**config.mk**
```make
export PLATFORM = sky130hd
export DESIGN_NAME = cpt_ctrl
export DESIGN_NICKNAME = d
export VERILOG_FILES = /design/src/sv/cpt_ctrl.sv
export VERILOG_INCLUDE_DIRS = /design/src /design/src/sv
export SDC_FILE = /design/constraint.sdc
export NUM_CORES = 1
export LEC_CHECK = 0
export BUFFER_PORTS_ARGS = -buffer_cell sky130_fd_sc_hd__clkbuf_2
export CAP_MARGIN = 20
export CORE_ASPECT_RATIO = 0.5
export CORE_MARGIN = 4
export CORE_UTILIZATION = 50
export CTS_CLUSTER_SIZE = 16
export DETAILED_ROUTE_END_ITERATION = 8
export HOLD_SLACK_MARGIN = 0.15
export PLACE_DENSITY = 0.8
export RECOVER_POWER = 50
export SKIP_LAST_GASP = 1
export SLEW_MARGIN = 20
export SYNTH_ARGS = -nofsm -noshare
export SYNTH_HDL_FRONTEND = slang
export SYNTH_SLANG_ARGS = --single-unit
```
**constraint.sdc**
```tcl
create_clock -name clk_i -period 2.2 [get_ports clk_i]
set_input_delay 0.55 -clock clk_i [delete_from_list [all_inputs] [get_ports clk_i]]
set_output_delay 0.55 -clock clk_i [all_outputs]
set_load 0.02 [all_outputs]
```
**src/sv/closest_point_on_triangle_top_assert.svh**
```systemverilog
// ----------------------------------------------------------------------------
// Assertion macros for the closest point on triangle block
// Concurrent checks clocked on clk_i and disabled while rst_ni is low.
// ----------------------------------------------------------------------------
`ifndef CLOSEST_POINT_ON_TRIANGLE_TOP_ASSERT_SVH
`define CLOSEST_POINT_ON_TRIANGLE_TOP_ASSERT_SVH
`ifndef SYNTHESIS
`define CPT_ASSERT(lbl, prop, msg) \
  lbl: assert property (@(posedge clk_i) disable iff (!rst_ni) prop) else $error(msg);
`define CPT_ASSERT_NEVER(lbl, expr, msg) \
  lbl: assert property (@(posedge clk_i) disable iff (!rst_ni) !(expr)) else $error(msg);
`else
`define CPT_ASSERT(lbl, prop, msg)
`define CPT_ASSERT_NEVER(lbl, expr, msg)
`endif
`endif

```
**src/sv/cpt_ctrl.sv**
```systemverilog
// ----------------------------------------------------------------------------
// Pipeline control
// Valid bits for every stage and per-stage load enables that let bubbles
// collapse while the output side stalls.
// ----------------------------------------------------------------------------
`include "closest_point_on_triangle_top_assert.svh"

module cpt_ctrl #(
  parameter int N = 32
) (
  input  logic         clk_i,
  input  logic         rst_ni,
  input  logic         valid_i,
  output logic         stall_o,
  output logic         valid_o,
  input  logic         stall_i,
  output logic [N-1:0] en_o
);

  logic [N-1:0] v_q, v_d;

  // A stage may load when the output is free or some stage at or after it is empty.
  always_comb begin
    for (int k = 0; k < N; k++) begin
      en_o[k] = !stall_i || ((v_q | ({N{1'b1}} >> (N - k))) != {N{1'b1}});
    end
    v_d = (en_o & {v_q[N-2:0], valid_i}) | (~en_o & v_q);
  end

  always_ff @(posedge clk_i or negedge rst_ni) begin
    if (!rst_ni) begin
      v_q <= '0;
    end else begin
      v_q <= v_d;
    end
  end

  assign stall_o = !en_o[0];
  assign valid_o = v_q[N-1];

  `CPT_ASSERT_NEVER(a_stall_with_gap, stall_o && !(&v_q), "input stalled with a free stage")
  `CPT_ASSERT(a_free_out_no_stall, !stall_i |-> !stall_o, "input stalled while output is free")
  `CPT_ASSERT(a_accept_enters, valid_i && !stall_o |=> v_q[0], "accepted transfer was lost")

endmodule

```
==> summary.md <==
| Metric | Value |
|---|---|
| Status | `finished, violations left` |
| Failing checks | `capacitance limit, slew limit, setup timing` |
| Crit. End Element | `output pin` |
| Post-Synth Adder-Cell Area | `0%` |
| Vias in the first global route | `about 1200` |
| Register area share after synthesis | `58.08%` |
| Async S/R FF share, synth | `100.0%` |
| DP Cell Count | `204` |
| Drt via density | `5.276` |
| Finished Layout Cells | `232` |
| Max-Cap Viols | `1` |
| Setup violators final | `20` |
| Largest family of logic cells by synthesized area | `simple AND/OR/NAND/NOR gates` |
| Layout cells sized above 1 | `roughly 52%` |
| Cell area after technology mapping | `1379 µm²` |
| Nets | `198` |
| Commonest non-fill, non-tap cell in the layout | `dfrtp_1` |
| Area growth, synth to finish | `52.81%` |
| Critical path class | `register to output pin` |
| Synth Area in XOR/XNOR | `0%` |
| Worst Path Max Fanout | `7` |
| Syn nets | `~130` |
| Die H | `45.13 µm` |
| Placer Congestion | `0.7745` |
| Critical Path, Cell by Cell | `nand4_1, nor4_4, and3_4, buf_12, buf_8, nand2_4, buf_8` |
| Seq cells post-synth | `32` |
| Antenna violations before repair | `0` |
| Synthesis warning total | `0` |
| Most common cell on crit path | `buf_8` |
| Max-slew headroom | `-9.549%` |
| Final min period | `about 2.5 ns` |
| Pre-antenna DRT Iters | `4` |
| Multiplexer share of the synthesized area | `0%` |
| CTS tree | `done` |
| DP HPWL | `1.878 mm` |
| Syn Area/Cell | `11.03 µm²` |
| Detailed Route Iter0 Violations | `between 70 and 80` |
| HP Class | `register to register` |
| Inserted Clock Buffers | `5` |
| Post-CTS Hold Fix Bufs | `0` |
| CTS Buffer Depth | `2` |
| Top Family by Delay on Critical Path | `simple AND/OR/NAND/NOR gates` |
| DRC viols | `0` |
| Filler Cell Count | `150` |
| H-tree lvl count | `2` |
| Highest-count cells in the layout ignoring fill and taps | `dfrtp_1 (32), buf_4 (24), clkbuf_2 (16), nand2b_1 (13), buf_6 (12)` |
| Total grt overflow | `0` |
| Overall routing resource usage | `approximately a fifth` |
| Most common flop cell mapped by yosys | `dfrtp_1` |
| Crit path buffers/inverters | `3` |
| Wire per inst | `15.90 µm` |
| Die area | `3713 µm²` |
| VDD IR max | `0.0003633 V` |
| Slowest stage delay, CP | `~0.43 ns` |
| First-pass GRT wire length | `roughly 5.4 mm` |
| Total wire length after detailed routing | `3.689 mm` |
| Fin. max-slew vios | `33` |
| Crit path DAT | `1.92 ns` |
| CTS clk-pin slew, worst paths | `0.07 ns` |
| Pwr per Cell Area | `~630 nW/µm²` |
| Port Buffers | `37` |
| TritonCTS Sinks | `32` |
| Max Fclk | `404.1 MHz` |
| Post-synth cell types | `21` |
| Die width | `82.27 µm` |
| Clock skew | `0.007032 ns` |
| Via count | `1224` |
| Synth Instances | `about 130` |
| Largest net degree at the start of global routing | `33` |
| CTS Root Cell | `clkbuf_8` |
| Rows | `13` |
| CP max-delay cell | `dfrtp_1` |
| Worst EP required | `1.65 ns` |
| Area fraction in compound gates after synthesis | `8.167%` |
| Post-route ant nets | `0` |
| Post-Synth Simple-Gate Area | `~30%` |
| Post-route setup slack | `-0.2747 ns` |
| Startpoint Class | `register` |
| Io pins | `38` |
| Hold Violations, Final | `0` |
| RSZ-0062 raised after global routing | `yes` |
| N_diodes | `0` |
| Clock insertion delay at the later pin of the skew report | `approximately 0.28 ns` |
| Initial Util | `52.65%` |
| Setup TNS | `-3.882 ns` |
| EDFF count, synth | `0` |
| Fin crit share | `112.5%` |
| Least-Margin Pin Slew | `1.643 ns` |
| Core Region | `2619 µm²` |
| P_leak | `around 0.0010 µW` |
[power breakdown]
group          leakage, µW  total, µW  internal, µW  switching, µW
combinational     0.000634        187          80.4            107
clock            0.0000455        464           255            209
sequential        0.000365        675           633           42.2
[synthesized netlist by cell type, types with 2 or more instances]
cell type / n / area share, %
nand4_2: 2 / 1.8
or2_2: 6 / 2.7
and3_1: 5 / 2.3
nor2_1: 2 / 0.54
nand3_1: 6 / 2.2
a31o_2: 4 / 2.5
nand2b_1: 13 / 5.9
nand4_1: 3 / 1.4
and2_1: 3 / 1.4
nand2_1: 17 / 4.6
and4_1: 6 / 3.8
dfrtp_1: 32 / 58
nor3_1: 2 / 0.73
inv_1: 9 / 2.4
a21o_1: 9 / 4.9
[final cells by class]
type	instances	area (µm²)	share of cell area [%]
well taps	37	46.29	2.197
inverters	9	41.29	1.960
multi-input cells	81	576.8	27.38
repair buffers	65	551.8	26.19
clock buffers	8	90.09	4.276
flip-flops and latches	32	800.8	38.00
[timing repair]
item | CTS | global route
endpoints found under the hold margin | 0 | 0
setup buffers | 14 | 6
resized for setup | 27 | 56
endpoints found under the setup margin | 18 | 26
pin swaps | 4 | 5
[final timing paths]
| check | startpoint | to | slack, ns | cells past startpoint |
|---|---|---|---|---|
| setup / recovery | register | en_o[2] | -0.27 | 7 |
| hold / removal | register | register | 0.45 | 1 |
| setup reg to reg | register | register | 0.06 | 10 |
| hold reg to reg | register | register | 0.45 | 1 |
| max in group asynchronous | rst_ni | async pin | 0.56 | 1 |
| min in group asynchronous | rst_ni | async pin | 0.68 | 1 |
[per-layer routing]
metal / routed length (µm) / GRT usage, % / part of all wire (%)
met5: 0 / 0 / 0
met4: 54 / 6.623 / 1.5
met3: 237 / 7.171 / 6.4
met2: 1924 / 36.31 / 52
met1: 1473 / 22.52 / 40
[through the flow]
stage	cell area [µm²]	setup slack (ns)	utilization [%]	total power [µW]	hold WS, ns
after CTS	1958	-0.1711	74.77	1311	0.3704
after global routing	2107	-0.3514	80.46	1378	0.4733
after global placement	1664	0.04484	63.55	836.7	0.4230
after detailed placement	1664	0.03023	63.55	841.4	0.4350
final	2107	-0.2747	80.46	1327	0.4487
after floorplan	1383	0.06883	-	777.3	0.2544
[cell families (layout without fill, tap and decap cells)]
group           after synthesis  in the layout
simple gates                 67             67
flops                        32             32
compound gates               14             14
buf+inv                      12             82
No activity file was read; power rests on OpenSTA's default activity.
