### config.mk
export PLATFORM = sky130hd
export DESIGN_NAME = cpt_mul
export DESIGN_NICKNAME = d
export VERILOG_FILES = /design/src/sv/closest_point_on_triangle_top_assert.svh /design/src/sv/cpt_pkg.sv /design/src/sv/cpt_mul.sv
export SDC_FILE = /design/constraint.sdc
export NUM_CORES = 2
export LEC_CHECK = 0
export BUFFER_PORTS_ARGS = -buffer_cell sky130_fd_sc_hd__buf_4
export CAP_MARGIN = 5
export CORE_MARGIN = 1.5
export CORE_UTILIZATION = 45
export DETAILED_ROUTE_END_ITERATION = 8
export PLACE_DENSITY = 0.72
export SLEW_MARGIN = 20
export SYNTH_ARGS = -nofsm -noshare
export SYNTH_HDL_FRONTEND = slang
export SYNTH_SLANG_ARGS = --single-unit
export TNS_END_PERCENT = 20
### constraint.sdc
create_clock -name clk_i -period 27.6 [get_ports clk_i]
set_input_delay 5.52 -clock clk_i [delete_from_list [all_inputs] [get_ports clk_i]]
set_output_delay 5.52 -clock clk_i [all_outputs]
set_load 0.1 [all_outputs]
### src/sv/closest_point_on_triangle_top_assert.svh
// ----------------------------------------------------------------------------
// Assertion macros for the closest point on triangle block
// Concurrent checks clocked on clk_i and disabled while rst_ni is low.
// ----------------------------------------------------------------------------
`ifndef CLOSEST_POINT_ON_TRIANGLE_TOP_ASSERT_SVH
`define CLOSEST_POINT_ON_TRIANGLE_TOP_ASSERT_SVH
`ifndef SYNTHESIS
`define CPT_ASSERT(lbl, prop, msg) \
  lbl: assert property (@(posedge clk_i) disable iff (!rst_ni) prop) else $error(msg);
`define CPT_ASSERT_NEVER(lbl, expr, msg) \
  lbl: assert property (@(posedge clk_i) disable iff (!rst_ni) !(expr)) else $error(msg);
`else
`define CPT_ASSERT(lbl, prop, msg)
`define CPT_ASSERT_NEVER(lbl, expr, msg)
`endif
`endif

### src/sv/cpt_pkg.sv
// ----------------------------------------------------------------------------
// Closest point on triangle package
// Shared constants and the region code type.
// ----------------------------------------------------------------------------
package cpt_pkg;

  localparam int WEIGHT_BITS = 16;
  localparam int WEIGHT_W    = WEIGHT_BITS + 1;
  localparam logic [WEIGHT_W-1:0] WEIGHT_ONE = WEIGHT_W'(1) << WEIGHT_BITS;
  localparam int MUL_CHUNK   = 32;
  localparam int DIST_W      = 64;

  typedef enum logic [2:0] {
    RGN_A    = 3'd0,
    RGN_B    = 3'd1,
    RGN_C    = 3'd2,
    RGN_AB   = 3'd3,
    RGN_AC   = 3'd4,
    RGN_BC   = 3'd5,
    RGN_FACE = 3'd6
  } region_e;

endpackage

### src/sv/cpt_mul.sv
// ----------------------------------------------------------------------------
// Two-stage signed multiplier
// Operands are split into chunks; chunk products are registered, then summed.
// ----------------------------------------------------------------------------
module cpt_mul
  import cpt_pkg::*;
#(
  parameter int W = 33
) (
  input  logic                  clk_i,
  input  logic [1:0]            en_i,
  input  logic signed [W-1:0]   a_i,
  input  logic signed [W-1:0]   b_i,
  output logic signed [2*W-1:0] p_o
);

  localparam int CH = MUL_CHUNK;
  localparam int NC = (W + CH - 1) / CH;
  localparam int XW = NC * CH;
  localparam int FW = 2 * XW;

  logic signed [XW-1:0]     ae, be;
  logic signed [CH:0]       ca [NC];
  logic signed [CH:0]       cb [NC];
  logic signed [2*CH+1:0]   pp_q [NC*NC];
  logic signed [FW-1:0]     acc;
  logic signed [2*W-1:0]    p_q;

  assign ae = XW'(a_i);
  assign be = XW'(b_i);

  // The top chunk carries the sign, lower chunks are unsigned.
  for (genvar i = 0; i < NC; i++) begin : g_chunk
    if (i == NC - 1) begin : g_top
      assign ca[i] = {ae[XW-1], ae[i*CH +: CH]};
      assign cb[i] = {be[XW-1], be[i*CH +: CH]};
    end else begin : g_low
      assign ca[i] = {1'b0, ae[i*CH +: CH]};
      assign cb[i] = {1'b0, be[i*CH +: CH]};
    end
  end

  for (genvar i = 0; i < NC; i++) begin : g_row
    for (genvar j = 0; j < NC; j++) begin : g_col
      always_ff @(posedge clk_i) begin
        if (en_i[0]) begin
          pp_q[i*NC+j] <= ca[i] * cb[j];
        end
      end
    end
  end

  always_comb begin
    acc = '0;
    for (int i = 0; i < NC; i++) begin
      for (int j = 0; j < NC; j++) begin
        acc = acc + (FW'(pp_q[i*NC+j]) << ((i + j) * CH));
      end
    end
  end

  always_ff @(posedge clk_i) begin
    if (en_i[1]) begin
      p_q <= acc[2*W-1:0];
    end
  end

  assign p_o = p_q;

endmodule

==> impl_metrics.toml <==
[critical_path]
criticalPathCategory = "primary input to register"
required_ns = 27.89
worst_setup_path_start_kind = "primary input"
rr_endpoint = "p_o[65]"
crit_path_end_kind = "register"
worstRegToRegCells = 13
r2r_start = "pp_q[0][33]"
crit_path_max_fanout = 35
r2r_slack_ns = 23.58
arrival_ns = 13.59

[layout]
fin_util_pct = 47.8
drive_gt1_share_pct = 4.26
n_fill_cell = 8653
fin_nets = 5648
area_delta_synth_final_pct = 4.98

[die]
die_x_um = 313
die_h_um = 313
row_count = 113
initial_core_util_pct = 45.5
core_um2 = 95200
dieArea_um2 = 98100
io_pins = 135

[global_routing]
grt_max_degree = 77
antenna_found_initial = 8
overflow = 0
grt_first_pass_wirelength_mm = 189
grt_pass1_vias = 33000
grt.total_usage_pct = 25.3

[placement]
io_buffers = 134
place_congestion = 0.937
dp_hpwl_mm = 85.8

[sta]
rsz0062_at_grt = "false"
slew_viol_final = 0
hold_viol_final = 0
finClkSkew_ns = 0.0128
setup_violations = 0
timing.fmax_mhz = 75.2
finalSetupTns_ns = 0
fin_crit_sh_pct = 48.2
tightest_slew_ns = 0.964
min_period_ns = 13.30
slew_headroom_pct = 35.7

[worst_hold_path]
min_to = "p_o[24]"
min_path_cells = 0
hp-class = "register to register"
min_from = "pp_q[0][24]"

[drt]
drt_iter0_drc = 2804
met2_length_mm = 58.0
dr_wl_met3_mm = 11.5
dr.max_layer_used = "met5"
firstDrtPassIters = 7
ant_nets = 0
avgViaCountPerCell = 5.45
routed_wl_mm = 120
met1_length_mm = 46.8
drc = 0
routedWlPerCell_um = 21.4
num_vias = 30700

[yosys]
synth_cell_types = 76
async_flop_share_pct = 0
synth_most_common_cell = "fa_1"
yosysTopAreaCell = "fa_1"
syn_area_per_cell_um2 = 9.69
ys_warn_count = 0
synth-edff-count = 200
synth.top_cell.area_share_pct = 43.0
synth_area_leaders = "fa_1 (43%), edfxtp_1 (14%), ha_1 (8.6%)"
synth_ff_type = "edfxtp_1"
syn_inst = 4467
synth_area_um2 = 43300
yosysSeqAreaShare_pct = 13.9
mappedNetlistNets = 5763
ys_ff_latch = 200
synth_common_cells = "fa_1 (930), inv_1 (923), and2_1 (588), nand2_1 (532), ha_1 (297)"

[cts]
clkLatencyLatePin_ns = 0.47
cts.repair.resized = 0
cts_num_sinks = 200
cts_buffers = 17
holdBufCountCts = 0
post-cts-setup-buffers = 0
clockBufferDepth = 2
cts_tree = "built"
root_buffer = "clkbuf_16"
htreeDepth = 4
clkTransAtPathRegs_ns = 0.08

[run_status]
status = "complete, no violations"

[job]
cap_violations = 0
## cells by family (layout without fill, tap and decap cells)
group           count (synthesis)  count (layout)  share of synthesized area [%]
fa+ha+maj                    1227            1227                           51.6
other cells                     1               4                        0.00866
flops                         200             200                           13.9
simple gates                 1379            1379                           16.6
buf+inv                      1194            1091                           10.4
compound gates                334             334                           4.89
xor+xnor                      130             130                           2.63
mux                             2               2                         0.0462
## sequential cells by signal, summed over array words and instances, names as in the netlist
signal	count
p_o	66
pp_q	134
## worst max path at each step
stage | startpoint | end | depth (start not counted)
after CTS | a_i[20] | pp_q[0][61] | 23
after global routing | a_i[20] | pp_q[0][61] | 23
after floorplan | a_i[20] | pp_q[0][57] | 24
after detailed placement | a_i[20] | pp_q[0][61] | 23
after global placement | a_i[6] | pp_q[0][56] | 24
final | b_i[17] | pp_q[0][61] | 23
## final cells by class
class / instances / area, um2 / share of cell area [%]
multi-input combinational: 3073 / 32800 / 72.2
sequential: 200 / 6010 / 13.2
inverter: 923 / 3460 / 7.62
tap: 1265 / 1580 / 3.48
timing repair buffer: 137 / 1030 / 2.26
clock buffer: 18 / 429 / 0.944
clock inverter: 13 / 136 / 0.300
antenna: 3 / 7.51 / 0.0165
## worst max-delay path, stage by stage
cell and delay (ns):
buf_4 0.55, nand2_1 0.17, fa_1 0.55, fa_1 0.55
inv_1 0.05, fa_1 0.50, inv_1 0.05, fa_1 0.53
inv_1 0.05, fa_1 0.44, fa_1 0.41, fa_1 0.54
fa_1 0.42, ha_1 0.38, a21oi_1 0.31, o21ai_0 0.25
nor4_1 0.44, o31ai_2 0.22, nand4_1 0.21, a21oi_2 0.12
a221oi_2 0.75, o31ai_1 0.20, a311oi_1 0.33
## placed cells by master (no fill, tap or decap), types with 7 or more instances in the layout
master and n:
fa_1 930, nand2_1 532, or3_1 18, nand3_1 20, nor2b_1 18, nor2_1 65, a21oi_1 105, and2_1 588
and3_1 28, o21ai_0 64, ha_1 297, o31ai_1 8, inv_6 7, xor2_1 36, a211oi_1 9, xnor2_1 94
edfxtp_1 200, inv_1 923, nand2b_1 19, o21a_1 21, nand4_1 27, o21bai_1 17, nor3_1 23, buf_4 135
clkbuf_16 17, o211ai_1 8, a31oi_1 15, a21o_1 50
## routing by layer
metal / up-vias / GRT usage (%)
li1: 13200 / -
met1: 15700 / 33.2
met2: 1495 / 42.0
met3: 276 / 5.09
met4: 6 / 8.59
met5: - / 0
## through the flow
stage / std cells / hold WS, ns / area, um2 / setup slack (ns)
2_1_floorplan: 4467 / 0.400 / 43300 / 15.03
3_3_place_gp: 5597 / 0.402 / 44900 / 13.84
3_5_place_dp: 5598 / 0.405 / 44900 / 13.90
4_1_cts: 5629 / 0.422 / 45500 / 14.37
5_1_grt: 5629 / 0.425 / 45500 / 14.02
6_report: 5632 / 0.422 / 45500 / 14.30
Power is left out: the tool's default activity adds up to more than one toggle a clock period on the data nets, which glitch-free logic cannot reach.
